==> config.mk <==
export PLATFORM = sky130hd
export DESIGN_NAME = linear_diophantine_solver
export DESIGN_NICKNAME = d
export VERILOG_FILES = /design/src/rtl/lds_pkg.sv /design/src/rtl/linear_diophantine_solver.sv
export SDC_FILE = /design/constraint.sdc
export NUM_CORES = 2
export LEC_CHECK = 0
export ABC_AREA = 1
export BUFFER_PORTS_ARGS = -buffer_cell sky130_fd_sc_hd__buf_2
export CAP_MARGIN = 20
export CORE_MARGIN = 5
export CORE_UTILIZATION = 43
export DETAILED_ROUTE_END_ITERATION = 8
export GPL_TIMING_DRIVEN = 0
export PLACE_DENSITY_LB_ADDON = 0.3
export SYNTH_ARGS = -nofsm -noshare
export SYNTH_HDL_FRONTEND = slang
export SYNTH_SLANG_ARGS = --single-unit
export TNS_END_PERCENT = 20
==> constraint.sdc <==
create_clock -name clock -period 15.7 [get_ports clock]
set_input_delay 0.785 -clock clock [delete_from_list [all_inputs] [get_ports clock]]
set_output_delay 0.785 -clock clock [all_outputs]
set_load 0.03 [all_outputs]
==> src/rtl/lds_pkg.sv <==
package lds_pkg;

   localparam int WIDTH = 32;
   localparam int OUT_W = 64;
   // Bezout coefficients stay within the larger operand in magnitude, plus sign and margin.
   localparam int CW = WIDTH + 2;
   localparam int LZW = $clog2(WIDTH + 1);
   localparam int CNTW = $clog2(WIDTH);
   localparam int PCW = 4;

   typedef logic [PCW-1:0] pc_type;

   typedef enum logic [1:0] {
      STATUS_SOLVED       = 2'd0,
      STATUS_NO_SOLUTION  = 2'd1,
      STATUS_ZERO_OPERAND = 2'd2
   } status_type;

   typedef enum logic [2:0] {
      OP_NOP,
      OP_LOAD,
      OP_ALIGN_E,
      OP_STEP_E,
      OP_UPDATE,
      OP_ALIGN_C,
      OP_STEP_C,
      OP_DONE
   } uop_type;

   typedef enum logic [2:0] {
      JMP_NEVER,
      JMP_ALWAYS,
      JMP_NO_START,
      JMP_R1_ZERO,
      JMP_CNT_NZ,
      JMP_REM_NZ
   } jump_type;

   typedef struct packed {
      uop_type    op;
      jump_type   jump;
      status_type status;
      pc_type     target;
   } ucode_type;

   localparam pc_type PC_IDLE   = 4'd0;
   localparam pc_type PC_CHKZ   = 4'd1;
   localparam pc_type PC_LOOP   = 4'd2;
   localparam pc_type PC_DIV    = 4'd3;
   localparam pc_type PC_UPD    = 4'd4;
   localparam pc_type PC_GCD    = 4'd5;
   localparam pc_type PC_CDIV   = 4'd6;
   localparam pc_type PC_CHKREM = 4'd7;
   localparam pc_type PC_SOLVED = 4'd8;
   localparam pc_type PC_NOSOL  = 4'd9;
   localparam pc_type PC_EZERO  = 4'd10;

   // Control store. A step runs its operation, then jumps to target when its
   // condition holds and otherwise falls through to the next step.
   function automatic ucode_type ucode_rom(input pc_type pc);
      ucode_type w;
      case (pc)
         PC_IDLE:   w = '{OP_LOAD,    JMP_NO_START, STATUS_SOLVED,       PC_IDLE};
         PC_CHKZ:   w = '{OP_NOP,     JMP_R1_ZERO,  STATUS_SOLVED,       PC_EZERO};
         PC_LOOP:   w = '{OP_ALIGN_E, JMP_R1_ZERO,  STATUS_SOLVED,       PC_GCD};
         PC_DIV:    w = '{OP_STEP_E,  JMP_CNT_NZ,   STATUS_SOLVED,       PC_DIV};
         PC_UPD:    w = '{OP_UPDATE,  JMP_ALWAYS,   STATUS_SOLVED,       PC_LOOP};
         PC_GCD:    w = '{OP_ALIGN_C, JMP_NEVER,    STATUS_SOLVED,       PC_IDLE};
         PC_CDIV:   w = '{OP_STEP_C,  JMP_CNT_NZ,   STATUS_SOLVED,       PC_CDIV};
         PC_CHKREM: w = '{OP_NOP,     JMP_REM_NZ,   STATUS_SOLVED,       PC_NOSOL};
         PC_SOLVED: w = '{OP_DONE,    JMP_ALWAYS,   STATUS_SOLVED,       PC_IDLE};
         PC_NOSOL:  w = '{OP_DONE,    JMP_ALWAYS,   STATUS_NO_SOLUTION,  PC_IDLE};
         PC_EZERO:  w = '{OP_DONE,    JMP_ALWAYS,   STATUS_ZERO_OPERAND, PC_IDLE};
         default:   w = '{OP_NOP,     JMP_ALWAYS,   STATUS_SOLVED,       PC_IDLE};
      endcase
      return w;
   endfunction

   // Number of leading zeros of a WIDTH-bit word; WIDTH for zero.
   function automatic logic [LZW-1:0] lead_zeros(input logic [WIDTH-1:0] v);
      logic [LZW-1:0] n;
      n = LZW'(WIDTH);
      for (int i = 0; i < WIDTH; i++) begin
         if (v[i]) begin
            n = LZW'(WIDTH - 1 - i);
         end
      end
      return n;
   endfunction

endpackage

==> src/rtl/linear_diophantine_solver.sv <==
// Solves a*x + b*y = c with the extended Euclidean algorithm.
// A request (req_coef_a, req_coef_b, req_target_c) is taken at a rising edge
// where start is high and busy is low. busy stays high until the result is out.
// Exactly one result follows each request: rsp_strobe is high for one cycle with
// rsp_sol_x, rsp_sol_y, rsp_divisor_g and rsp_status. The receiver cannot stall,
// so the result must be captured in that cycle; a new request may be issued in
// the same cycle the strobe is high.
// A small microcoded sequencer drives one shift-subtract divider that produces
// one quotient bit per cycle, starting at the aligned top bit. The same divider
// steps also accumulate quotient times coefficient, so no multiplier is used.
// Each Euclid step aligns the divisor by its alignment shift, the drop in bit length
// from dividend to divisor, runs the divider down to the last quotient bit and then
// updates the remainders and coefficients; the final c / gcd division is aligned and
// run the same way before its remainder is checked. A zero operand is answered
// before the Euclid loop starts. Reset returns the sequencer to idle and drops any
// request in progress; no result is issued for it.
module linear_diophantine_solver
   import lds_pkg::*;
(
   input  logic                    clock,
   input  logic                    reset,
   input  logic                    start,
   output logic                    busy,
   input  logic [WIDTH-2:0]        req_coef_a,
   input  logic [WIDTH-2:0]        req_coef_b,
   input  logic signed [WIDTH-1:0] req_target_c,
   output logic                    rsp_strobe,
   output logic signed [OUT_W-1:0] rsp_sol_x,
   output logic signed [OUT_W-1:0] rsp_sol_y,
   output logic [WIDTH-2:0]        rsp_divisor_g,
   output logic [1:0]              rsp_status
);

   pc_type pc_ff, pc_in;
   ucode_type uw;

   logic [WIDTH-2:0] r0_ff, r0_in, r1_ff, r1_in;
   logic signed [CW-1:0] s0_ff, s0_in, s1_ff, s1_in, t0_ff, t0_in, t1_ff, t1_in;
   logic [WIDTH-1:0] rem_ff, rem_in, dvs_ff, dvs_in, cmag_ff, cmag_in;
   logic [CNTW-1:0] cnt_ff, cnt_in;
   logic [OUT_W-1:0] px_ff, px_in, py_ff, py_in;
   logic a_larger_ff, a_larger_in, cneg_ff, cneg_in;

   logic rsp_strobe_ff, rsp_strobe_in;
   logic [OUT_W-1:0] sol_x_ff, sol_x_in, sol_y_ff, sol_y_in;
   logic [WIDTH-2:0] gcd_ff, gcd_in;
   status_type status_ff, status_in;

   logic take;
   logic ge;
   logic [WIDTH-1:0] dvd_e, dvr_e, dvr_c;
   logic [LZW-1:0] lz_dvd_e, lz_dvr_e, lz_dvd_c, lz_dvr_c;
   logic [CNTW-1:0] k_e, k_c;
   logic [OUT_W-1:0] mul_s, mul_t, px_neg, py_neg, xs, ys;

   assign uw = ucode_rom(pc_ff);

   always_comb begin
      case (uw.jump)
         JMP_NEVER:    take = 1'b0;
         JMP_ALWAYS:   take = 1'b1;
         JMP_NO_START: take = !start;
         JMP_R1_ZERO:  take = (r1_ff == '0);
         JMP_CNT_NZ:   take = (cnt_ff != '0);
         JMP_REM_NZ:   take = (rem_ff != '0);
         default:      take = 1'b1;
      endcase
      pc_in = take ? uw.target : pc_ff + pc_type'(1);
   end

   // Alignment: the divisor is shifted up so its top bit meets the dividend's.
   assign dvd_e    = {1'b0, r0_ff};
   assign dvr_e    = {1'b0, r1_ff};
   assign dvr_c    = {1'b0, r0_ff};
   assign lz_dvd_e = lead_zeros(dvd_e);
   assign lz_dvr_e = lead_zeros(dvr_e);
   assign lz_dvd_c = lead_zeros(cmag_ff);
   assign lz_dvr_c = lead_zeros(dvr_c);
   assign k_e = (lz_dvr_e > lz_dvd_e) ? CNTW'(lz_dvr_e - lz_dvd_e) : '0;
   assign k_c = (lz_dvr_c > lz_dvd_c) ? CNTW'(lz_dvr_c - lz_dvd_c) : '0;

   assign ge = (rem_ff >= dvs_ff);

   // Euclid steps accumulate q * s1 and q * t1; the final division
   // accumulates (c / g) * s0 and (c / g) * t0.
   always_comb begin
      if (uw.op == OP_STEP_C) begin
         mul_s = {{(OUT_W-CW){s0_ff[CW-1]}}, s0_ff};
         mul_t = {{(OUT_W-CW){t0_ff[CW-1]}}, t0_ff};
      end else begin
         mul_s = {{(OUT_W-CW){s1_ff[CW-1]}}, s1_ff};
         mul_t = {{(OUT_W-CW){t1_ff[CW-1]}}, t1_ff};
      end
   end

   assign px_neg = '0 - px_ff;
   assign py_neg = '0 - py_ff;
   assign xs = cneg_ff ? px_neg : px_ff;
   assign ys = cneg_ff ? py_neg : py_ff;

   always_comb begin
      r0_in         = r0_ff;
      r1_in         = r1_ff;
      s0_in         = s0_ff;
      s1_in         = s1_ff;
      t0_in         = t0_ff;
      t1_in         = t1_ff;
      rem_in        = rem_ff;
      dvs_in        = dvs_ff;
      cnt_in        = cnt_ff;
      px_in         = px_ff;
      py_in         = py_ff;
      cmag_in       = cmag_ff;
      a_larger_in   = a_larger_ff;
      cneg_in       = cneg_ff;
      rsp_strobe_in = 1'b0;
      sol_x_in      = sol_x_ff;
      sol_y_in      = sol_y_ff;
      gcd_in        = gcd_ff;
      status_in     = status_ff;
      case (uw.op)
         OP_LOAD: begin
            a_larger_in = req_coef_a > req_coef_b;
            r0_in       = (req_coef_a > req_coef_b) ? req_coef_a : req_coef_b;
            r1_in       = (req_coef_a > req_coef_b) ? req_coef_b : req_coef_a;
            s0_in       = CW'(1);
            s1_in       = '0;
            t0_in       = '0;
            t1_in       = CW'(1);
            cneg_in     = req_target_c[WIDTH-1];
            cmag_in     = req_target_c[WIDTH-1] ? ('0 - $unsigned(req_target_c))
                                                : $unsigned(req_target_c);
         end
         OP_ALIGN_E: begin
            rem_in = dvd_e;
            dvs_in = dvr_e << k_e;
            cnt_in = k_e;
            px_in  = '0;
            py_in  = '0;
         end
         OP_ALIGN_C: begin
            rem_in = cmag_ff;
            dvs_in = dvr_c << k_c;
            cnt_in = k_c;
            px_in  = '0;
            py_in  = '0;
         end
         OP_STEP_E, OP_STEP_C: begin
            rem_in = ge ? rem_ff - dvs_ff : rem_ff;
            dvs_in = dvs_ff >> 1;
            cnt_in = cnt_ff - CNTW'(1);
            px_in  = {px_ff[OUT_W-2:0], 1'b0} + (ge ? mul_s : '0);
            py_in  = {py_ff[OUT_W-2:0], 1'b0} + (ge ? mul_t : '0);
         end
         OP_UPDATE: begin
            r0_in = r1_ff;
            r1_in = rem_ff[WIDTH-2:0];
            s0_in = s1_ff;
            s1_in = s0_ff - $signed(px_ff[CW-1:0]);
            t0_in = t1_ff;
            t1_in = t0_ff - $signed(py_ff[CW-1:0]);
         end
         OP_DONE: begin
            rsp_strobe_in = 1'b1;
            status_in     = uw.status;
            gcd_in        = (uw.status == STATUS_ZERO_OPERAND) ? '0 : r0_ff;
            if (uw.status == STATUS_SOLVED) begin
               sol_x_in = a_larger_ff ? xs : ys;
               sol_y_in = a_larger_ff ? ys : xs;
            end else begin
               sol_x_in = '0;
               sol_y_in = '0;
            end
         end
         default: begin
         end
      endcase
   end

   always_ff @(posedge clock) begin
      if (reset) begin
         pc_ff         <= PC_IDLE;
         rsp_strobe_ff <= 1'b0;
      end else begin
         pc_ff         <= pc_in;
         rsp_strobe_ff <= rsp_strobe_in;
      end
   end

   always_ff @(posedge clock) begin
      r0_ff       <= r0_in;
      r1_ff       <= r1_in;
      s0_ff       <= s0_in;
      s1_ff       <= s1_in;
      t0_ff       <= t0_in;
      t1_ff       <= t1_in;
      rem_ff      <= rem_in;
      dvs_ff      <= dvs_in;
      cnt_ff      <= cnt_in;
      px_ff       <= px_in;
      py_ff       <= py_in;
      cmag_ff     <= cmag_in;
      a_larger_ff <= a_larger_in;
      cneg_ff     <= cneg_in;
      sol_x_ff    <= sol_x_in;
      sol_y_ff    <= sol_y_in;
      gcd_ff      <= gcd_in;
      status_ff   <= status_in;
   end

   assign busy          = (pc_ff != PC_IDLE);
   assign rsp_strobe    = rsp_strobe_ff;
   assign rsp_sol_x     = $signed(sol_x_ff);
   assign rsp_sol_y     = $signed(sol_y_ff);
   assign rsp_divisor_g = gcd_ff;
   assign rsp_status    = status_ff;

   a_accept_busy: assert property (@(posedge clock) disable iff (reset)
      (start && !busy) |=> busy)
      else $error("accepted request did not raise busy");

   a_single_strobe: assert property (@(posedge clock) disable iff (reset)
      rsp_strobe |=> !rsp_strobe)
      else $error("result strobe held for more than one cycle");

   a_strobe_idle: assert property (@(posedge clock) disable iff (reset)
      rsp_strobe |-> !busy)
      else $error("result issued while sequencer not idle");

   a_zero_fields: assert property (@(posedge clock) disable iff (reset)
      (rsp_strobe && rsp_status == STATUS_ZERO_OPERAND) |-> (rsp_divisor_g == '0))
      else $error("zero operand result carries a nonzero gcd");

   a_unsolved_pair: assert property (@(posedge clock) disable iff (reset)
      (rsp_strobe && rsp_status != STATUS_SOLVED) |-> (rsp_sol_x == '0 && rsp_sol_y == '0))
      else $error("unsolved result carries a nonzero pair");

endmodule

==> summary.md <==
| Metric | Value |
|---|---|
| Required time at the worst-slack endpoint | 16.21 ns |
| DR vias | 45800 |
| Remaining global-route overflow | 0 |
| Reg2reg setup slack | 7.57 ns |
| Adder-cell share of the synthesized area | 0.0775 |
| Mean post-synth cell area | 7.57 µm² |
| IO buf count | 258 |
| Mapped cell area | 46400 µm² |
| EDFF count, synth | 590 |
| CTS Hold Buffers Added | 0 |
| Largest family of logic cells by synthesized area | compound AO/OA/AOI/OAI gates |
| Post-synthesis xor/xnor area fraction | 0.0312 |
| Die span in x | 338 µm |
| Cell mode on critical path | nand2_1 |
| HP Class | input pin to flip-flop |
| Vias in the first global route | 42700 |
| Post-Synth Simple-Gate Area | 0.190 |
| Critical path fanouts, max | 10 |
| Top-count cell post-synth | nand2_1 |
| Least-Margin Pin Slew | 1.20 ns |
| Path type of the worst setup path | flip-flop to flip-flop |
| Post-synth cell types | 68 |
| Syn-to-layout area delta | 13.0% |
| Final Skew | 0.0374 ns |
| Post-synth top cells | nand2_1 (1039), inv_1 (893), nor2_1 (762) |
| Status | complete, no violations |
| Reg2Reg Depth | 40 |
| Crit end category | flip-flop |
| Row count | 120 |
| Post-synthesis sequential area ratio | 0.390 |
| WP data arrival | 8.64 ns |
| Wire per inst | 22.3 µm |
| Cells after Synth | 6122 |
| Share of the synthesized area in the top cell type | 0.382 |
| Worst reg2reg path startpoint | rem_ff[0] |
| Clk buf depth | 3 |
| Crit path capture | py_ff[61] |
| RSZ-0062 raised after global routing | no |
| Drt pass-1 iters | 6 |
| Post-cts resize count | 0 |
| Drt total wl | 177000 µm |
| TritonCTS clock tree | built |
| Initial antenna violation count | 6 |
| Largest cells by area after synthesis | edfxtp_1 (38%), nand2_1 (8.4%), o21ai_0 (7.5%) |
| Slew HR | 0.198 |
| Gpl congestion | 1.08 |
| Post-DP HPWL | 144000 µm |
| Cts bufs inserted | 73 |
| Die Ht | 338 µm |
| Ys async rst share | 0 |
| Final #Nets | 6861 |
| Share of cells above drive strength 1 | 0.0757 |
| Slowest cell on crit path | o21ai_2 |
| Largest net degree at the start of global routing | 36 |
| Post-synthesis compound-gate area fraction | 0.218 |
| Final setup violation count | 0 |
| Count of state elements after synthesis | 607 |
| ANT nets after route | 0 |
| Final Cell Area | 52400 µm² |
| Vias/cell | 5.76 |
| Reg-to-Reg End | py_ff[61] |
| Clk_lat worst skew | 0.67 ns |
| Num ports | 260 |
| Setup bufs post-CTS | 0 |
| Initial Util | 0.433 |
| CORE AREA | 107000 µm² |
| Slew Limit Fails | 0 |
| Starting DRT DRC Count | 5098 |
| Post-synth top flop | edfxtp_1 |
| Global-route wire length before repair | 262000 µm |
| Minimum clock period | 8.13 ns |
| Clock sink count | 607 |
| Die area | 114000 µm² |
| Fmax | 123 MHz |
| Total GRT Usage | 0.296 |
| # H-tree levels | 3 |
| Placed Area | 49900 µm² |
| Hold Vio Cnt, Final | 0 |
| Reg clk slew, reported paths | 0.06 ns |
| Startpoint Class | flip-flop |
| DRC viols | 0 |
| Synth area leader | edfxtp_1 |
| Mux share of post-synthesis cell area | 0.00259 |
| CP startpoint | rem_ff[0] |
| Max incr delay on CP | 0.78 ns |
| Max-cap violations | 0 |
| Crit share post-route | 0.518 |
| Root Driver | clkbuf_16 |
| Yosys warns | 0 |
| Post-Syn Nets | 6502 |
==> registers in the layout, summed over array words and instances, names as in the netlist <==
signal / flops
dvs_ff: 32
cmag_ff: 32
py_ff: 64
s1_ff: 34
t0_ff: 34
rsp_sol_y: 64
uw: 12
r1_ff: 31
px_ff: 64
s0_ff: 34
rem_ff: 32
rsp_status: 2
a_larger_ff: 1
rsp_sol_x: 64
t1_ff: 34
r0_ff: 31
rsp_strobe: 1
pc_ff: 4
rsp_divisor_g: 31
cneg_ff: 1
cnt_ff: 5
==> metrics by stage <==
step	worst slack, ns	instances	hold WS (ns)	util	setup TNS, ns
2_1_floorplan	0.196	6122	0.431	-	0
3_3_place_gp	-7.03	7783	0.513	0.462	-1510.41
3_5_place_dp	7.74	7808	0.523	0.467	0
4_1_cts	7.67	7941	0.314	0.489	0
5_1_grt	7.01	7942	0.338	0.489	0
6_report	7.57	7944	0.349	0.489	0
==> kinds of logic after synthesis <==
kind of cell               Yosys count
and+or+nand+nor                   2152
AOI/OAI and AO/OA                 1796
buffers and inverters             1107
DFF                                607
adders and majority gates          283
xor gates and xnor gates           165
muxes                               12
==> per-layer routing <==
| metal | global-route usage | vias up | part of all wire | wire (µm) |
|---|---|---|---|---|
| met4 | 0.156 | 6 | 0.063 | 11300 |
| li1 | - | 21700 | - | - |
| met2 | 0.464 | 2285 | 0.44 | 77900 |
| met3 | 0.0525 | 428 | 0.091 | 16200 |
| met5 | 0 | - | 0.00022 | 39 |
| met1 | 0.391 | 21300 | 0.41 | 72100 |
==> how the worst min path moves through the flow <==
stage,start,to,slack [ns],cells after the start
after global routing,req_target_c[0],cmag_ff[0],0.34,1
after CTS,req_target_c[0],cmag_ff[0],0.31,1
after global placement,s1_ff[0],s0_ff[0],0.51,2
final,req_target_c[0],cmag_ff[0],0.35,1
after detailed placement,s1_ff[0],s0_ff[0],0.52,2
after floorplan,uw[5],rsp_status[1],0.43,0
==> layout make-up <==
class,instances,area [µm²]
clock buffers,88,1930
inverters,905,3400
well taps,1403,1760
clock inverters,45,477
plain buffers,202,803
flip-flops and latches,607,18100
diodes,2,5.00
multi-input cells,4408,24200
fillers,10700,54700
repair buffers,284,1810
==> worst max-delay path: cells and delay by family, from the launching register on <==
family          cells  cell delay (ns)
compound gates     19             4.38
fa+ha+maj           4             1.19
buf+inv             8             1.17
flops               1             0.34
simple gates        9             0.89
==> layout by cell type (no fill, tap or decap), drive strengths merged, types with 3 or more instances in the layout <==
| cell type | synthesis | layout |
|---|---|---|
| a211oi | 11 | 11 |
| a21boi | 25 | 25 |
| a21o | 7 | 7 |
| a21oi | 626 | 626 |
| a221oi | 4 | 4 |
| a22oi | 13 | 13 |
| a311oi | 4 | 4 |
| a31oi | 75 | 75 |
| a41oi | 4 | 4 |
| buf | 37 | 321 |
| bufinv | 0 | 7 |
| clkbuf | 165 | 253 |
| clkinv | 4 | 30 |
| clkinvlp | 0 | 3 |
| dfxtp | 17 | 17 |
| edfxtp | 590 | 590 |
| fa | 7 | 7 |
| ha | 276 | 276 |
| inv | 901 | 910 |
| mux2i | 12 | 12 |
| nand2 | 1043 | 1043 |
| nand3 | 136 | 136 |
| nand3b | 3 | 3 |
| nand4 | 45 | 45 |
| nor2 | 773 | 773 |
| nor3 | 78 | 78 |
| nor3b | 5 | 5 |
| nor4 | 52 | 52 |
| o2111ai | 7 | 7 |
| o211ai | 106 | 106 |
| o21a | 65 | 65 |
| o21ai | 744 | 744 |
| o21bai | 9 | 9 |
| o221ai | 45 | 45 |
| o22ai | 21 | 21 |
| o311ai | 7 | 7 |
| o31ai | 13 | 13 |
| or2 | 14 | 14 |
| xnor2 | 33 | 33 |
| xor2 | 132 | 132 |
Power is left out: the tool's default activity adds up to more than one toggle a clock period on the data nets, which glitch-free logic cannot reach.
